<file path="config.mk">
export PLATFORM = sky130hd
export DESIGN_NAME = hvd_cordic_cell
export DESIGN_NICKNAME = d
export VERILOG_FILES = /design/src/design/hvd_pkg.sv /design/src/design/hvd_cordic_cell.sv
export SDC_FILE = /design/constraint.sdc
export NUM_CORES = 1
export LEC_CHECK = 0
export ABC_AREA = 1
export BUFFER_PORTS_ARGS = -buffer_cell sky130_fd_sc_hd__buf_2
export CAP_MARGIN = 0
export CORE_ASPECT_RATIO = 2
export CORE_MARGIN = 2
export CORE_UTILIZATION = 48
export CTS_CLUSTER_DIAMETER = 60
export CTS_CLUSTER_SIZE = 25
export DETAILED_ROUTE_END_ITERATION = 12
export GPL_TIMING_DRIVEN = 0
export HOLD_SLACK_MARGIN = 0.02
export PLACE_DENSITY = 0.74
export SYNTH_ARGS = -nofsm -noshare
export SYNTH_HDL_FRONTEND = slang
export SYNTH_SLANG_ARGS = --single-unit
export TNS_END_PERCENT = 10
</file>
<file path="constraint.sdc">
create_clock -name clk -period 2 [get_ports clk]
set_clock_uncertainty 0.15 [all_clocks]
set_input_delay 0.1 -clock clk [delete_from_list [all_inputs] [get_ports clk]]
set_output_delay 0.1 -clock clk [all_outputs]
set_load 0.02 [all_outputs]
</file>
<file path="src/design/hvd_pkg.sv">
`timescale 1ns / 1ps
package hvd_pkg;

	localparam int CORDIC_ITER_DEF = 24;
	localparam int SQRT_STEPS      = 31;
	localparam int XW              = 34;

	typedef logic signed [XW-1:0] cval_t;

	// One CORDIC vector plus a one-bit tag that rides along the chain.
	typedef struct packed {
		cval_t x;
		cval_t y;
		cval_t z;
		logic  tag;
	} cordic_t;

	// Partial remainder and root of the restoring square root.
	typedef struct packed {
		logic [61:0] rem;
		logic [61:0] root;
	} sqrt_t;

	localparam logic [31:0] DIV_FULL = 32'd1800000000;
	localparam logic [31:0] DIV_HALF = 32'd3600000000;

	// Reciprocals scaled by 2^65, rounded to nearest.
	localparam logic [95:0] RECIP_FULL_W = ((96'd1 << 65) + 96'd900000000) / 96'd1800000000;
	localparam logic [95:0] RECIP_HALF_W = ((96'd1 << 65) + 96'd1800000000) / 96'd3600000000;
	localparam logic [34:0] RECIP_FULL   = RECIP_FULL_W[34:0];
	localparam logic [34:0] RECIP_HALF   = RECIP_HALF_W[34:0];

	localparam cval_t CORDIC_GAIN = 34'sd652032874;
	localparam cval_t Q30_ONE     = 34'sd1073741824;
	localparam cval_t HALF_TURN   = 34'sd2147483648;

	localparam logic [22:0] RADIUS_RESET = 23'd6371000;
	localparam logic [37:0] MM_K         = 38'd210828714133;
	localparam logic [63:0] M_RESET_W    =
		((64'd6371000 * 64'd210828714133) + (64'd1 << 31)) >> 32;
	localparam logic [28:0] M_RESET      = M_RESET_W[28:0];
	localparam logic [34:0] DIST_MAX     = 35'd22000000000;

	// atan(2^-i) in units of 2^-32 turn.
	localparam logic [29:0] ATAN_TAB [32] = '{
		30'd536870912, 30'd316933406, 30'd167458907, 30'd85004756, 30'd42667331,
		30'd21354465, 30'd10679838, 30'd5340245, 30'd2670163, 30'd1335087,
		30'd667544, 30'd333772, 30'd166886, 30'd83443, 30'd41722, 30'd20861,
		30'd10430, 30'd5215, 30'd2608, 30'd1304, 30'd652, 30'd326, 30'd163,
		30'd81, 30'd41, 30'd20, 30'd10, 30'd5, 30'd3, 30'd1, 30'd1, 30'd0
	};

endpackage

</file>
<file path="src/design/hvd_cordic_cell.sv">
`timescale 1ns / 1ps
module hvd_cordic_cell #(
	parameter int STAGE = 0
) (
	input  logic            clk,
	input  logic            en,
	input  logic            vect,
	input  hvd_pkg::cordic_t d_in,
	output hvd_pkg::cordic_t d_out
);
	import hvd_pkg::*;

	cval_t   dx, dy, at;
	logic    neg;
	cordic_t nxt, d_q;

	// Rotation steers on the residual angle, vectoring on the sign of y.
	always_comb begin
		dx      = d_in.y >>> STAGE;
		dy      = d_in.x >>> STAGE;
		at      = cval_t'(ATAN_TAB[STAGE]);
		neg     = vect ? !d_in.y[XW-1] : d_in.z[XW-1];
		nxt.tag = d_in.tag;
		if (!neg) begin
			nxt.x = d_in.x - dx;
			nxt.y = d_in.y + dy;
			nxt.z = d_in.z - at;
		end else begin
			nxt.x = d_in.x + dx;
			nxt.y = d_in.y - dy;
			nxt.z = d_in.z + at;
		end
	end

	always_ff @(posedge clk) begin
		if (en) begin
			d_q <= nxt;
		end
	end

	assign d_out = d_q;
endmodule

</file>
==> flow_metrics.py <==
metrics = {
    "critical_path": {
        "worstSetupEndpointType": "register",
        "crit_path_frequent_cell": "nand2_2",
        "required_ns": 1.98,
        "cp_slowest_cell": "o21ai_1",
        "arrival_ns": 2.01,
        "critPathKind": "input port to register",
        "start_kind": "input port",
        "critPathTopFamily": "compound AO/OA/AOI/OAI gates",
        "slowest_delay_ns": 0.35,
        "cp_max_fo": 10,
        "path_cells": "buf_2 -> inv_1 -> ha_1 -> buf_4 -> a21oi_2 -> o21ai_2 -> nand2_2 -> nand2_2 -> nand2_1 -> nand2_4 -> xor2_1 -> o21ai_1",
        "crit_buf_inv": 3,
    },
    "floorplan": {
        "num_rows": 76,
        "fp.dieArea_um2": 23000,
        "ios": 209,
        "initial_core_util_pct": 48.6,
        "core_area_um2": 21500,
        "die_h_um": 213,
        "dieWidth_um": 108,
    },
    "final_layout": {
        "seqCellArea_um2": 3060,
        "fin_cells": 2114,
        "multi_input_comb_area_um2": 7270,
        "syn_to_final_growth_pct": 34.1,
        "drive_gt1_share_pct": 30.5,
        "fillers": 2020,
        "layout_common_cells": "366 x nand2_1, 226 x inv_1, 212 x buf_2",
        "largest_register_ffs": 102,
        "final_nets": 2047,
        "mostFrequentLayoutCell": "nand2_1",
    },
    "sta": {
        "hold_violations": 0,
        "fin_ws_ns": -0.0311,
        "post-route-min-period_ns": 2.03,
        "final_max_slew_viol_count": 0,
        "rsz0062_at_grt": "true",
        "worst_pin_slew_ns": 1.09,
        "fmax_mhz": 492,
        "finalSetupViolCount": 4,
        "timing.final.crit_share_pct": 102,
        "relSlewSlack_pct": 27.6,
        "fin_hold_ws_ns": 0.0419,
    },
    "placed_design": {
        "dp.cells": 2033,
        "port_buffers": 208,
        "gp_congestion": 1.01,
        "hpwl_mm": 37.3,
    },
    "yosys": {
        "synth-seq-cells": 102,
        "ys_warn_count": 0,
        "syn_area_um2": 10400,
        "synth.distinct_cells": 37,
        "synth_nets": 1763,
        "avgSynthCellArea_um2": 6.73,
        "synthCells": 1551,
        "seq_area_frac_synth_pct": 29.3,
    },
    "global_route": {
        "grt_pass1_vias": 12044,
        "antenna_found_initial": 0,
        "grt_pass1_wl_mm": 66.7,
        "grt_overflow": 0,
        "grt_usage_pct": 40.6,
        "grt_max_degree": 80,
    },
    "min_path": {
        "whs_path_depth": 1,
        "hold_start": "en",
        "hold_path_class": "input port to register",
        "min_to": "d_out[91]$_DFFE_PP_",
    },
    "route": {
        "drt_iter0_drc": 796,
        "vias": 12181,
        "ant_nets": 0,
        "drtPass1Iterations": 6,
        "drc": 0,
        "vias_per_cell": 5.76,
        "wl_per_cell_um": 22.4,
        "routed_wl_mm": 47.4,
    },
    "outcome": {
        "status": "complete, but fails checks",
        "violations": "setup timing",
    },
    "cts": {
        "cts_buffer_depth": 2,
        "clock_sinks": 102,
        "htree_levels": 3,
        "clkTransAtPathRegs_ns": 0.08,
        "cts_root_buffer": "clkbuf_16",
        "cts-buffers-inserted": 9,
        "cts_tree": "built",
    },
    "power": {
        "ir_drop_v": 0.000759,
        "powerDensity_nw_per_um2": 638,
        "power.leakage_nw": 6.80,
    },
    "job": {
        "max-cap-violations": 0,
    },
}
[through the flow]
step           instance area, um2  TNS [ns]  power (mW)  util [%]  worst slack, ns
6_report                    14000   -0.0578        8.93      65.2          -0.0311
5_1_grt                     14000    -0.821        9.28      65.1          -0.0942
4_1_cts                     13000         0        8.40      60.3          0.00277
3_5_place_dp                11900    -29.77        6.30      55.2            -1.20
3_3_place_gp                11800    -64.65        6.24      55.0            -1.13
2_1_floorplan               10400         0        4.95         -           0.0775
[cells by family (layout without fill, tap and decap cells)]
logic type      count (synthesis)  count (layout)  share of synthesized area (%)
simple gates                  757             757                           30.2
buf+inv                       292             581                           11.6
compound gates                264             264                           13.4
fa+ha+maj                     106             106                           13.0
flops                         102             102                           29.3
xor+xnor                       29              29                           2.43
mux                             1               1                         0.0959
other cells                     0               1                              0
[cell usage after synthesis]
cell type  number  area share, %
nand4_1        12           0.72
buf_6           2           0.22
nor4_2          1           0.12
nor3_1         19           0.91
o21a_1          4           0.29
or2_2           2           0.12
o31ai_1         1          0.072
o21ai_0        93            4.5
xor2_1         28            2.3
o211ai_1        3           0.22
edfxtp_1      102             29
a21oi_2         1          0.084
mux2i_1         1          0.096
o22ai_1         3           0.18
nor2_1        127            4.6
o21ai_2         1          0.084
inv_1         248            8.9
ha_1          102             12
nor2_2          2           0.12
fa_1            4           0.77
a21oi_1       134            6.4
nor4_1          3           0.18
o21ai_1         4           0.19
nand2_1       432             16
clkbuf_1        6           0.22
buf_4          21            1.5
and2_1          2           0.12
a21o_1          2           0.14
nand3_2         3           0.29
xnor2_1         1          0.084
nand3_1       147            7.0
a31oi_1         3           0.18
nand2_2         4           0.24
a21boi_0        2           0.14
buf_2          15           0.72
nand3b_1        3           0.22
o21bai_1       13           0.93
[power breakdown]
| part | leakage (nW) | internal (mW) | switching, mW | total (mW) |
|---|---|---|---|---|
| logic | 5.65 | 1.38 | 2.87 | 4.24 |
| clock network | 0.150 | 0.995 | 0.891 | 1.89 |
| registers | 0.997 | 2.72 | 0.0788 | 2.80 |
[cell type report]
class                   instances  share of cell area (%)
diodes                          1                  0.0179
inverters                     248                    6.89
repair buffers                274                    11.8
clock inverters                 6                   0.545
plain buffers                  43                    2.86
well taps                     273                    2.44
multi-input cells            1157                    51.9
clock buffers                  10                    1.64
flip-flops and latches        102                    21.9
[how the worst max path moves through the flow]
stage	cells past startpoint	slack (ns)	start	endpoint
2_1_floorplan	11	0.08	d_in[35]	d_out[63]$_DFFE_PP_
3_3_place_gp	12	-1.13	d_in[64]	d_out[67]$_DFFE_PP_
3_5_place_dp	12	-1.20	d_in[64]	d_out[67]$_DFFE_PP_
4_1_cts	12	0.003	d_in[58]	d_out[67]$_DFFE_PP_
5_1_grt	15	-0.09	d_in[61]	d_out[99]$_DFFE_PP_
6_report	12	-0.03	d_in[38]	d_out[85]$_DFFE_PP_
[routing by layer]
metal	track usage [%]	vias to the layer above	routed length, um	part of all wire, %
li1	-	5608	-	-
met1	31.7	5585	13400	28
met2	73.7	673	24300	51
met3	6.41	315	2580	5.4
met4	50.7	0	7230	15
met5	0	-	0	0
[timing repair]
item | CTS | global route
endpoints found under the hold margin | 33 | 0
pin swaps | 11 | 59
buffers inserted | 7 | 25
endpoints found under the setup margin | 46 | 49
hold buffers | 33 | 0
resized for setup | 131 | 244
(Power assumes the default switching activity.)
