--- src/design/hvd_pkg.sv ---
`timescale 1ns / 1ps
package hvd_pkg;

	localparam int CORDIC_ITER_DEF = 24;
	localparam int SQRT_STEPS      = 31;
	localparam int XW              = 34;

	typedef logic signed [XW-1:0] cval_t;

	// One CORDIC vector plus a one-bit tag that rides along the chain.
	typedef struct packed {
		cval_t x;
		cval_t y;
		cval_t z;
		logic  tag;
	} cordic_t;

	// Partial remainder and root of the restoring square root.
	typedef struct packed {
		logic [61:0] rem;
		logic [61:0] root;
	} sqrt_t;

	localparam logic [31:0] DIV_FULL = 32'd1800000000;
	localparam logic [31:0] DIV_HALF = 32'd3600000000;

	// Reciprocals scaled by 2^65, rounded to nearest.
	localparam logic [95:0] RECIP_FULL_W = ((96'd1 << 65) + 96'd900000000) / 96'd1800000000;
	localparam logic [95:0] RECIP_HALF_W = ((96'd1 << 65) + 96'd1800000000) / 96'd3600000000;
	localparam logic [34:0] RECIP_FULL   = RECIP_FULL_W[34:0];
	localparam logic [34:0] RECIP_HALF   = RECIP_HALF_W[34:0];

	localparam cval_t CORDIC_GAIN = 34'sd652032874;
	localparam cval_t Q30_ONE     = 34'sd1073741824;
	localparam cval_t HALF_TURN   = 34'sd2147483648;

	localparam logic [22:0] RADIUS_RESET = 23'd6371000;
	localparam logic [37:0] MM_K         = 38'd210828714133;
	localparam logic [63:0] M_RESET_W    =
		((64'd6371000 * 64'd210828714133) + (64'd1 << 31)) >> 32;
	localparam logic [28:0] M_RESET      = M_RESET_W[28:0];
	localparam logic [34:0] DIST_MAX     = 35'd22000000000;

	// atan(2^-i) in units of 2^-32 turn.
	localparam logic [29:0] ATAN_TAB [32] = '{
		30'd536870912, 30'd316933406, 30'd167458907, 30'd85004756, 30'd42667331,
		30'd21354465, 30'd10679838, 30'd5340245, 30'd2670163, 30'd1335087,
		30'd667544, 30'd333772, 30'd166886, 30'd83443, 30'd41722, 30'd20861,
		30'd10430, 30'd5215, 30'd2608, 30'd1304, 30'd652, 30'd326, 30'd163,
		30'd81, 30'd41, 30'd20, 30'd10, 30'd5, 30'd3, 30'd1, 30'd1, 30'd0
	};

endpackage

--- src/design/hvd_turn.sv ---
`timescale 1ns / 1ps
module hvd_turn (
	input  logic               clk,
	input  logic               en,
	input  logic               half,
	input  logic signed [32:0] v,
	output logic [31:0]        q
);
	import hvd_pkg::*;

	logic [32:0]        mag;
	logic [67:0]        p_s1;
	logic [32:0]        mag_s1, mag_s2, mag_s3;
	logic               neg_s1, neg_s2, neg_s3;
	logic               half_s1, half_s2, half_s3;
	logic [68:0]        p_rnd;
	logic [34:0]        q_s2, q_s3;
	logic [66:0]        prod_s3;
	logic [31:0]        dv;
	logic [64:0]        num;
	logic signed [68:0] r;
	logic [34:0]        qc;
	logic [31:0]        q_s4;

	assign mag = v[32] ? 33'(-v) : 33'(v);

	// Reciprocal estimate, within one of the rounded quotient.
	always_ff @(posedge clk) begin
		if (en) begin
			p_s1    <= 68'(mag) * 68'(half ? RECIP_HALF : RECIP_FULL);
			mag_s1  <= mag;
			neg_s1  <= v[32];
			half_s1 <= half;
		end
	end

	assign p_rnd = 69'(p_s1) + (69'd1 << 33);

	always_ff @(posedge clk) begin
		if (en) begin
			q_s2    <= p_rnd[68:34];
			mag_s2  <= mag_s1;
			neg_s2  <= neg_s1;
			half_s2 <= half_s1;
		end
	end

	always_ff @(posedge clk) begin
		if (en) begin
			prod_s3 <= 67'(q_s2) * 67'(half_s2 ? DIV_HALF : DIV_FULL);
			q_s3    <= q_s2;
			mag_s3  <= mag_s2;
			neg_s3  <= neg_s2;
			half_s3 <= half_s2;
		end
	end

	// Remainder check corrects the estimate by one either way.
	always_comb begin
		dv  = half_s3 ? DIV_HALF : DIV_FULL;
		num = {1'b0, mag_s3, 31'b0} + 65'(dv >> 1);
		r   = $signed({4'b0, num}) - $signed({2'b0, prod_s3});
		if (r[68]) begin
			qc = q_s3 - 35'd1;
		end else if (r >= $signed({37'b0, dv})) begin
			qc = q_s3 + 35'd1;
		end else begin
			qc = q_s3;
		end
	end

	always_ff @(posedge clk) begin
		if (en) begin
			q_s4 <= neg_s3 ? (32'd0 - qc[31:0]) : qc[31:0];
		end
	end

	assign q = q_s4;
endmodule

--- config.mk ---
export PLATFORM = sky130hd
export DESIGN_NAME = hvd_turn
export DESIGN_NICKNAME = d
export VERILOG_FILES = /design/src/design/hvd_pkg.sv /design/src/design/hvd_turn.sv
export SDC_FILE = /design/constraint.sdc
export NUM_CORES = 2
export LEC_CHECK = 0
export BUFFER_PORTS_ARGS = -buffer_cell sky130_fd_sc_hd__buf_4
export CAP_MARGIN = 20
export CORE_MARGIN = 3
export CORE_UTILIZATION = 60
export DETAILED_ROUTE_END_ITERATION = 12
export PLACE_DENSITY = 0.84
export SYNTH_ARGS = -nofsm -noshare
export SYNTH_HDL_FRONTEND = slang
export SYNTH_SLANG_ARGS = --single-unit
--- constraint.sdc ---
create_clock -name clk -period 10.5 [get_ports clk]
set_input_delay 0.525 -clock clk [delete_from_list [all_inputs] [get_ports clk]]
set_output_delay 0.525 -clock clk [all_outputs]
set_load 0.02 [all_outputs]
==> summary by stage <==
Synthesis
The synthesized netlist contains 96 unique library cells. Yosys printed 0 warnings. After synthesis, the mean cell area works out to 10.4 µm².

The share of synthesized flip-flops with an asynchronous set or reset is 0. The cell taking the most area after synthesis is fa_1. The netlist area before placement is between 50000 and 60000 µm². In this run, synthesis inferred roughly 300 flip-flops with an integrated enable. The count of mapped cells out of synthesis is 5527.

The sequential-to-total area share from yosys stat is 0.155. In the synthesized netlist, the cells that appear most often are inv_1 (1567), fa_1 (1153), ha_1 (702). The share of synthesized area in the top cell type comes to 0.402.

The register bit total from synthesis is between 200 and 300. The cell with the most instances after synthesis is inv_1. Among all flip-flop cells after synthesis, the most frequent one is edfxtp_1. By area the synthesized netlist is led by fa_1 (40%), edfxtp_1 (16%), ha_1 (15%).

Critical path
The startpoint type of the worst setup path is an input pin. Of all nets on the critical path, the largest fanout is 4. The standard cell with the maximum stage delay on the critical path is fa_2. The endpoint arrival time on the critical path is roughly 11 ns. At the worst endpoint, the required time is 10.85 ns. The critical path class is input pin to register. The maximum single-stage delay on the critical path is around 0.6 ns. The most prevalent standard cell on the critical path is inv_1.

STA classifies the critical path endpoint as a register.

Timing
The count of pins over their slew limit is 0. The setup TNS after final layout is 0 ns. The post-route minimum period is roughly 10 ns.

Setup violations remaining at the end of the flow were counted as 0. Derived from the worst setup path, the maximum achievable clock frequency is slightly below 0.1 GHz. The worst slew slack as a fraction of its limit is 0.266.

At the pin with the least slew margin, the transition time is roughly 1.1 ns. The final number of hold-violating endpoints was 0. Setup repair after global routing could not meet its margin everywhere.

The portion of the clock cycle consumed by the worst path in the final layout is 0.987. The clock tree skew after final layout is about 0.024 ns.

Routing
After detailed routing, the number of vias per cell comes to about 5.5. In this run the remaining antenna-violating nets after routing total 0. The detailed-route wire length per cell is between 20 and 25 µm. Detailed routing inserted a total of 40800 vias. In the routed design, unresolved DRC markers number 0.

The first routing iteration left approximately 3000 violations. The overall routed net length is ~150000 µm. For this run, the detailed router's first-pass iteration total came to 6.

Job
Across the run, the number of max-cap violations was 0.

Clock network
The root buffer cell chosen for the clock tree is clkbuf_16. At the later pin of the worst-skew pair, clock insertion delay measures roughly 0.58 ns. The H-tree depth is 2. The clock drives ~300 sinks. The number of buffers on the longest clock path is 3. The clock-pin slew on the worst setup and hold paths is 0.07 ns. The cts-stage hold buffer count is 0. TritonCTS built the clock tree. In this run, CTS created clock tree buffers numbering 37.

GRT
The initial antenna violation count is 1. The first global-routing pass estimated roughly 240000 µm of wire. Entering global routing, the biggest net connects 93 pins.

The via count of the first global-routing pass came to ~45000. The global-route congestion overflow total is 0. The global routing usage summed across all routing layers is 0.322.

Die
The core area is about 94000 µm². The floorplan step set the die width to about 320 µm. The floorplan die area is 99400 µm². The count of standard-cell rows is between 100 and 150. The die outline height is between 300 and 400 µm. For this configuration, the core starts out at a cell density of 0.610. The top-level port count is 68.

Layout
The footprint of the flip-flops and latches is about 8900 µm². The multi-input combinational cells in the finished layout cover a total of around 43000 µm². The area overhead of the layout relative to synthesis is 12.0%. In the final design database the tool counted roughly 8000 nets. Summing all non-filler instances in the final layout gives an area of around 64000 µm². Counting the fill cells in the layout gives 6877. The final core utilization is 0.683. The fraction of layout cells with a size suffix above 1 is 0.100.

Placed design
The final RePlAce weighted congestion is around 1.0. The sum of net half-perimeters after detailed placement is about 140000 µm. In this run the cell area measured after placement is approximately 63000 µm². The number of port buffers is between 60 and 70.

Worst hold path
The tightest min-delay check is of the input pin to register type.

Run status
The flow ran to the end, and the final reports show no timing, DRC or antenna violations.
kinds of logic after synthesis:
| kind of cell | Yosys count | synth area share |
|---|---|---|
| buffers and inverters | 1661 | 0.109 |
| AO/OA/AOI/OAI | 558 | 0.0644 |
| XOR/XNOR | 233 | 0.0355 |
| other | 2 | 0.000131 |
| flip-flops | 297 | 0.155 |
| multiplexers | 11 | 0.00200 |
| adder cells (fa/ha/maj) | 1855 | 0.555 |
| AND/OR/NAND/NOR | 910 | 0.0784 |
routing by layer:
| layer | routed length, µm | vias to the layer above | track usage |
|---|---|---|---|
| met5 | 12 | - | 0 |
| met4 | 8230 | 2 | 0.139 |
| met3 | 12100 | 424 | 0.0572 |
| met2 | 73700 | 1610 | 0.536 |
| met1 | 58600 | 20500 | 0.418 |
| li1 | - | 18300 | - |
stage by stage:
step	setup WS (ns)	hold slack, ns	cells
finish	0.137	0.365	7408
global route	-0.215	0.355	7407
CTS	0.0171	0.337	7398
detailed placement	-1.05	0.405	7330
global placement	-0.881	0.401	7330
floorplan	0.0116	0.400	5722
critical path, delay by kind of cell:
kind | cells | cell delay [ns]
AND/OR/NAND/NOR | 7 | 2.39
AO/OA/AOI/OAI | 13 | 2.72
XOR/XNOR | 2 | 0.30
adder cells (fa/ha/maj) | 9 | 3.70
buffers and inverters | 9 | 1.01
state kept, by name, summed over array words and instances, names as in the netlist, 32 cells and up:
register  flops
q_s2         35
prod_s3      58
mag_s1       33
mag_s3       33
mag_s2       33
q_s3         32
q            32
p_s1         35
layout by cell type (no fill, tap or decap), types with 19 or more instances in the layout:
| master | instances |
|---|---|
| a21o_1 | 55 |
| a21oi_1 | 141 |
| a31oi_1 | 19 |
| and2_1 | 25 |
| and3_1 | 44 |
| buf_4 | 454 |
| clkbuf_16 | 37 |
| conb_1 | 197 |
| edfxtp_1 | 297 |
| fa_1 | 1143 |
| ha_1 | 692 |
| inv_1 | 1559 |
| nand2_1 | 275 |
| nand2b_1 | 63 |
| nand3_1 | 56 |
| nand4_1 | 41 |
| nor2_1 | 211 |
| nor2b_1 | 20 |
| nor3_1 | 49 |
| o21a_1 | 28 |
| o21ai_0 | 100 |
| o31ai_1 | 21 |
| or3_1 | 21 |
| xnor2_1 | 151 |
| xor2_1 | 78 |
cell type report:
cell class	instances	share of cell area
inverter	1568	0.0915
sequential	297	0.139
multi-input combinational	3764	0.673
clock inverter	21	0.00391
timing repair buffer	458	0.0538
antenna	1	0.0000389
tap	1254	0.0244
clock buffer	45	0.0149
final timing paths:
kind	start	end	slack, ns	cells past startpoint
max	v[5]	p_s1[65]$_DFFE_PP_	0.14	40
min	v[0]	mag_s1[0]$_DFFE_PP_	0.37	2
max reg2reg	half_s2$_DFFE_PP_	prod_s3[66]$_DFFE_PP_	0.73	34
min reg2reg	mag_s2[5]$_DFFE_PP_	mag_s3[5]$_DFFE_PP_	0.40	0
repair_timing:
item                                    CTS  global route
buffers inserted                          2            11
gates resized for setup                  10            64
endpoints found under the setup margin    5            11
pin swaps                                 4            41
Power is left out: the tool's default activity adds up to more than one toggle a clock period on the data nets, which glitch-free logic cannot reach.
