**config.mk**
```make
export PLATFORM = sky130hd
export DESIGN_NAME = hvd_sqrt_cell
export DESIGN_NICKNAME = d
export VERILOG_FILES = /design/src/design/hvd_pkg.sv /design/src/design/hvd_sqrt_cell.sv
export SDC_FILE = /design/constraint.sdc
export NUM_CORES = 1
export LEC_CHECK = 0
export BUFFER_PORTS_ARGS = -buffer_cell sky130_fd_sc_hd__buf_4
export CORE_ASPECT_RATIO = 0.75
export CORE_MARGIN = 3
export CORE_UTILIZATION = 54
export DETAILED_ROUTE_END_ITERATION = 7
export PLACE_DENSITY = 0.82
export SYNTH_ARGS = -nofsm -noshare
export SYNTH_HDL_FRONTEND = slang
export SYNTH_SLANG_ARGS = --single-unit
```
**constraint.sdc**
```tcl
create_clock -name clk -period 5.7 [get_ports clk]
set_input_delay 1.425 -clock clk [delete_from_list [all_inputs] [get_ports clk]]
set_output_delay 1.425 -clock clk [all_outputs]
set_load 0.01 [all_outputs]
```
**src/design/hvd_pkg.sv**
```systemverilog
`timescale 1ns / 1ps
package hvd_pkg;

	localparam int CORDIC_ITER_DEF = 24;
	localparam int SQRT_STEPS      = 31;
	localparam int XW              = 34;

	typedef logic signed [XW-1:0] cval_t;

	// One CORDIC vector plus a one-bit tag that rides along the chain.
	typedef struct packed {
		cval_t x;
		cval_t y;
		cval_t z;
		logic  tag;
	} cordic_t;

	// Partial remainder and root of the restoring square root.
	typedef struct packed {
		logic [61:0] rem;
		logic [61:0] root;
	} sqrt_t;

	localparam logic [31:0] DIV_FULL = 32'd1800000000;
	localparam logic [31:0] DIV_HALF = 32'd3600000000;

	// Reciprocals scaled by 2^65, rounded to nearest.
	localparam logic [95:0] RECIP_FULL_W = ((96'd1 << 65) + 96'd900000000) / 96'd1800000000;
	localparam logic [95:0] RECIP_HALF_W = ((96'd1 << 65) + 96'd1800000000) / 96'd3600000000;
	localparam logic [34:0] RECIP_FULL   = RECIP_FULL_W[34:0];
	localparam logic [34:0] RECIP_HALF   = RECIP_HALF_W[34:0];

	localparam cval_t CORDIC_GAIN = 34'sd652032874;
	localparam cval_t Q30_ONE     = 34'sd1073741824;
	localparam cval_t HALF_TURN   = 34'sd2147483648;

	localparam logic [22:0] RADIUS_RESET = 23'd6371000;
	localparam logic [37:0] MM_K         = 38'd210828714133;
	localparam logic [63:0] M_RESET_W    =
		((64'd6371000 * 64'd210828714133) + (64'd1 << 31)) >> 32;
	localparam logic [28:0] M_RESET      = M_RESET_W[28:0];
	localparam logic [34:0] DIST_MAX     = 35'd22000000000;

	// atan(2^-i) in units of 2^-32 turn.
	localparam logic [29:0] ATAN_TAB [32] = '{
		30'd536870912, 30'd316933406, 30'd167458907, 30'd85004756, 30'd42667331,
		30'd21354465, 30'd10679838, 30'd5340245, 30'd2670163, 30'd1335087,
		30'd667544, 30'd333772, 30'd166886, 30'd83443, 30'd41722, 30'd20861,
		30'd10430, 30'd5215, 30'd2608, 30'd1304, 30'd652, 30'd326, 30'd163,
		30'd81, 30'd41, 30'd20, 30'd10, 30'd5, 30'd3, 30'd1, 30'd1, 30'd0
	};

endpackage

```
**src/design/hvd_sqrt_cell.sv**
```systemverilog
`timescale 1ns / 1ps
module hvd_sqrt_cell #(
	parameter int SHIFT = 60
) (
	input  logic          clk,
	input  logic          en,
	input  hvd_pkg::sqrt_t d_in,
	output hvd_pkg::sqrt_t d_out
);
	import hvd_pkg::*;

	logic [61:0] bitv, trial;
	sqrt_t       nxt, d_q;

	always_comb begin
		bitv  = 62'd1 << SHIFT;
		trial = d_in.root + bitv;
		if (d_in.rem >= trial) begin
			nxt.rem  = d_in.rem - trial;
			nxt.root = (d_in.root >> 1) + bitv;
		end else begin
			nxt.rem  = d_in.rem;
			nxt.root = d_in.root >> 1;
		end
	end

	always_ff @(posedge clk) begin
		if (en) begin
			d_q <= nxt;
		end
	end

	assign d_out = d_q;
endmodule

```
==> results of run 1 <==
routing by layer:
metal / part of all wire / vias to the layer above / GRT usage
met3: 0.10 / 20 / 0.07755
met5: 0 / - / 0
met1: 0.43 / 3409 / 0.3415
li1: - / 3492 / -
met2: 0.45 / 358 / 0.4041
met4: 0.010 / 0 / 0.06294
worst max-delay path by stage:
stage / start / to / slack [ps] / depth (start not counted)
floorplan: d_in[2] / d_out[101]$_DFFE_PP_ / 1210 / 13
global placement: d_in[2] / d_out[117]$_DFFE_PP_ / 610 / 13
detailed placement: d_in[2] / d_out[117]$_DFFE_PP_ / 590 / 13
CTS: d_in[2] / d_out[117]$_DFFE_PP_ / 980 / 13
global route: d_in[2] / d_out[117]$_DFFE_PP_ / 810 / 13
finish: d_in[2] / d_out[117]$_DFFE_PP_ / 830 / 13
layout make-up:
| class | count | area (um2) | area share |
|---|---|---|---|
| Multi-Input combinational cell | 588 | 4546 | 0.4029 |
| Clock buffer | 19 | 432.9 | 0.03837 |
| Clock inverter | 11 | 127.6 | 0.01131 |
| Sequential cell | 124 | 3724 | 0.3300 |
| Inverter | 74 | 277.8 | 0.02462 |
| Timing Repair Buffer | 254 | 1919 | 0.1701 |
| Tap cell | 205 | 256.5 | 0.02273 |
worst max-delay path, stage by stage:
cell	delay (ps)
buf_4	90
inv_1	40
ha_1	380
a21oi_1	120
a211oi_1	440
o2111ai_1	260
a21oi_1	380
a31oi_1	250
o31a_1	380
o31ai_1	560
a21boi_0	270
xnor2_1	170
mux2_4	270
placed cells by master (no fill, tap or decap), types with 5 or more instances in the layout:
cell type and instances:
a211oi_1 6, nor2b_1 5, mux2_4 55, inv_1 74
o211ai_1 8, o21a_1 7, o21ai_0 43, nor2_1 34
ha_1 62, a31oi_1 11, a21o_1 26, nand4_1 20
and3_1 5, nand2_1 63, and2_1 5, nor3_1 9
xor2_1 22, xnor2_1 39, o21bai_1 11, buf_4 253
nand3_1 11, edfxtp_1 124, a21boi_0 6, a21oi_1 82
clkbuf_16 17
cell families after synthesis:
group	Yosys count
DFF	124
AOI/OAI and AO/OA	230
xor gates and xnor gates	61
muxes	62
and+or+nand+nor	172
buffers and inverters	110
adders and majority gates	63
power groups by stage:
stage / logic (mW) / clock network [mW] / registers, mW
2_1_floorplan: 0.580 / 0 / 1.25
3_3_place_gp: 0.973 / 0 / 1.19
3_5_place_dp: 0.986 / 0 / 1.19
4_1_cts: 0.994 / 1.07 / 1.17
5_1_grt: 1.08 / 1.11 / 1.18
6_report: 0.998 / 1.05 / 1.17
per-stage QoR:
| stage | power, mW | cell area (um2) | setup slack, ps | instances | hold WS [ps] |
|---|---|---|---|---|---|
| after global placement | 2.160 | 10720 | 605.7 | 1245 | 1613 |
| final | 3.222 | 11280 | 827.3 | 1275 | 1192 |
| after global routing | 3.368 | 11280 | 808.1 | 1275 | 1176 |
| after CTS | 3.237 | 11280 | 984.4 | 1275 | 1179 |
| after floorplan | 1.826 | 8879 | 1212 | 822 | 1524 |
| after detailed placement | 2.177 | 10720 | 593.2 | 1245 | 1614 |
==> flow_summary.toml, run 1 <==
[timing]
fin_crit_sh = 0.8549
hold_viol = 0
finalSetupViolations = 0
slew_headroom = 0.5485
worst_pin_slew_ps = 677.2
max_freq_mhz = 205.2
drv_slew = 0
fin_crit_ps = 4873
finalSetupTns_ps = 0
rsz0062_at_grt = "false"

[logic_synthesis]
ys_ff_latch = 124
synth_largest_area_cell = "edfxtp_1"
synthXorXnorAreaFrac = 0.06017
synth_commonest_cells = "edfxtp_1 (124), a21oi_1 (82), inv_1 (74)"
synth_area_um2 = 8879
avgSynthCellArea_um2 = 10.80
synthSimpleGateAreaFrac = 0.09343
async_flop_share = 0
synth_top_family_by_area = "compound AO/OA/AOI/OAI gates"
muxShareOfSynthArea = 0.1015
ys_seq_area_frac = 0.4194
synth_top_flop_cell = "edfxtp_1"
synth_adder_area_share = 0.08963
synthDistinctLibCells = 68
synth_edf_count = 124
synth_cells = 822
yosysMostFrequentCell = "edfxtp_1"
synth_nets = 1011
synth_compound_gate_area_share = 0.1673
netlist.area_leader.share = 0.4194
synthTopCellsByArea = "edfxtp_1 (42%), mux2_4 (9.3%), ha_1 (8.7%)"
ys.warnings.count = 0

[clock_tree]
cts_buffer_depth = 2
cts_made_buffers = 17
hold_buffers = 0
cts_root_buf = "clkbuf_16"
h-tree-depth = 4
clk_pin_slew_ps = 50
cts_tree = "done"
cts_resized = 0
post_cts_buffers = 0
numClockSinks = 124

[power_and_ir_drop]
p_per_area_nw_per_um2 = 285.6
power_frac_comb = 0.310
leakage_nw = 5.158
p_seq_frac = 0.364
power_frac_clock = 0.326
power.internal_mw = 2.313
switchingPower_mw = 0.9091
vdd_drop_max_uv = 193.9
swShare = 0.2821

[final_layout]
largest_register_ffs = 124
utilization = 0.7203
fillerInstances = 1163
synthToLayoutAreaGrowth_pct = 27.09
nets = 1248
antennaDiodeCount = 0
drive_above_1_share = 0.3355

[setup_path]
crit_fanout = 5
path_class = "primary input to flop"
start_kind = "primary input"
end_kind = "flop"
cp.arrival_ps = 5040
cp.required_ps = 5870

[placement]
place_congestion = 0.9104
dp_hpwl_um = 18660
portBuffers = 249

[routing]
vias_per_cell = 5.709
routed_wl_um = 23590
firstDrtPassIters = 5
wl_per_cell_um = 18.50
drc_errors = 0
ant_nets = 0
num_vias = 7279
drt-initial-drc-count = 690

[min_path]
min_path_cells = 1
hold_start = "d_in[22]"
hold_end = "d_out[21]$_DFFE_PP_"
hold_path.class = "primary input to flop"

[grt]
gr-total-overflow = 0
grt_pass1_vias = 7048
grt_max_degree = 53
antenna_found_initial = 0
grt_pass1_wl_um = 36090
grt_use_total = 0.2528

[floorplanning]
core_um2 = 15660
initial_utilization = 0.5668
pin_count = 250
die_x_um = 154.1
die_area_um2 = 18030
die_height_um = 117.0
num_rows = 39

[flow_run]
drv_cap = 0

[outcome]
status = "completed"
(Power assumes the default switching activity.)
==> inputs of run 2 (changes only) <==
==> constraint.sdc (replaced) <==
create_clock -name clk -period 5.7 [get_ports clk]
set_input_delay 0.57 -clock clk [delete_from_list [all_inputs] [get_ports clk]]
set_output_delay 0.57 -clock clk [all_outputs]
set_load 0.01 [all_outputs]
==> flow_summary.toml, run 2 (synthesized netlist as in run 1, its figures left out) <==
[routing]
num_vias = 7289
firstDrtPassIters = 5
vias_per_cell = 5.717
ant_nets = 0
routed_wl_um = 23740
wl_per_cell_um = 18.62
drc_errors = 0
drt-initial-drc-count = 625

[final_layout]
utilization = 0.7226
fin_area_um2 = 11320
stdcell_count = 1275
layout_commonest_cell = "buf_4"
largest_register_ffs = 124
antennaDiodeCount = 0
synthToLayoutAreaGrowth_pct = 27.48
nets = 1246
fillerInstances = 1173
drive_above_1_share = 0.3402
final_cell_mix = "buf_4 (252), edfxtp_1 (124), a21oi_1 (82), inv_1 (74), nand2_1 (63)"

[clock_tree]
hold_buffers = 0
clk_pin_slew_ps = 60
numClockSinks = 124
post_cts_buffers = 0
h-tree-depth = 4
cts_tree = "done"
cts_root_buf = "clkbuf_16"
cts_made_buffers = 17
cts_buffer_depth = 2
cts_resized = 0

[timing]
finalSetupTns_ps = 0
finalSetupViolations = 0
fin_crit_ps = 3980
hold_viol = 0
max_freq_mhz = 251.3
rsz0062_at_grt = "false"
worst_pin_slew_ps = 820.9
slew_headroom = 0.4527
fin_crit_sh = 0.6982
drv_slew = 0
whs_ps = 326.2

[setup_path]
crit_top_cell = "buf_4"
end_kind = "flop"
crit_fanout = 41
cp.arrival_ps = 4160
path_class = "primary input to flop"
worst-path-buf-inv = 3
start_kind = "primary input"
crit_slowest_cell = "buf_4"
slowest_delay_ps = 650
cp.required_ps = 5880
crit_chain = "buf_4, inv_1, ha_1, fa_1, nor2b_4, o21bai_1, a21oi_1, o31a_2, o2111ai_2, a21oi_2, a31oi_4, o21ai_2, a211oi_4, buf_4, mux2_2"
critical_path.top_delay_family = "compound AO/OA/AOI/OAI gates"

[grt]
gr-total-overflow = 0
grt_pass1_wl_um = 36510
antenna_found_initial = 0
grt_use_total = 0.2530
grt_pass1_vias = 7107
grt_max_degree = 66

[floorplanning]
core_um2 = 15660
pin_count = 250
die_area_um2 = 18030
initial_utilization = 0.5668
die_height_um = 117.0
num_rows = 39
die_x_um = 154.1

[power_and_ir_drop]
leakage_nw = 5.160
vdd_drop_max_uv = 220.3
p_per_area_nw_per_um2 = 293.4

[placement]
placed_area_um2 = 10700
portBuffers = 249
place_congestion = 0.9183
dp_hpwl_um = 18250
dp.cells = 1243

[flow_run]
drv_cap = 0

[min_path]
hold_path.class = "primary input to flop"

[outcome]
status = "completed"
[run 2: power breakdown]
group	switching (mW)	internal, mW
clock	0.423	0.730
combinational	0.500	0.496
sequential	0.0313	1.14
[run 2: layer usage]
metal,part of all wire,track usage,vias to the layer above
met2,0.45,0.4105,364
met4,0.0098,0.05353,0
li1,-,-,3487
met5,0,0,-
met1,0.43,0.3411,3409
met3,0.10,0.07644,29
[run 2: layout make-up]
| class | count | area, um2 | share of cell area |
|---|---|---|---|
| flip-flops and latches | 124 | 3724 | 0.3290 |
| well taps | 205 | 256.5 | 0.02266 |
| clock inverters | 15 | 197.7 | 0.01747 |
| clock buffers | 17 | 425.4 | 0.03759 |
| repair buffers | 252 | 1892 | 0.1671 |
| inverters | 74 | 277.8 | 0.02454 |
| multi-input cells | 588 | 4546 | 0.4016 |
[run 2: worst paths after layout]
kind / startpoint / endpoint / slack, ps / cells after the start
worst max-delay path: d_in[62] / d_out[64]$_DFFE_PP_ / 1720 / 15
worst min-delay path: d_in[10] / d_out[9]$_DFFE_PP_ / 330 / 1
[run 2: metrics by stage]
step                power, mW  setup slack [ps]
finish                  3.321              1720
global route            3.449              1494
CTS                     3.325              1711
detailed placement      2.172              1337
global placement        2.150              1469
floorplan               1.826              2067
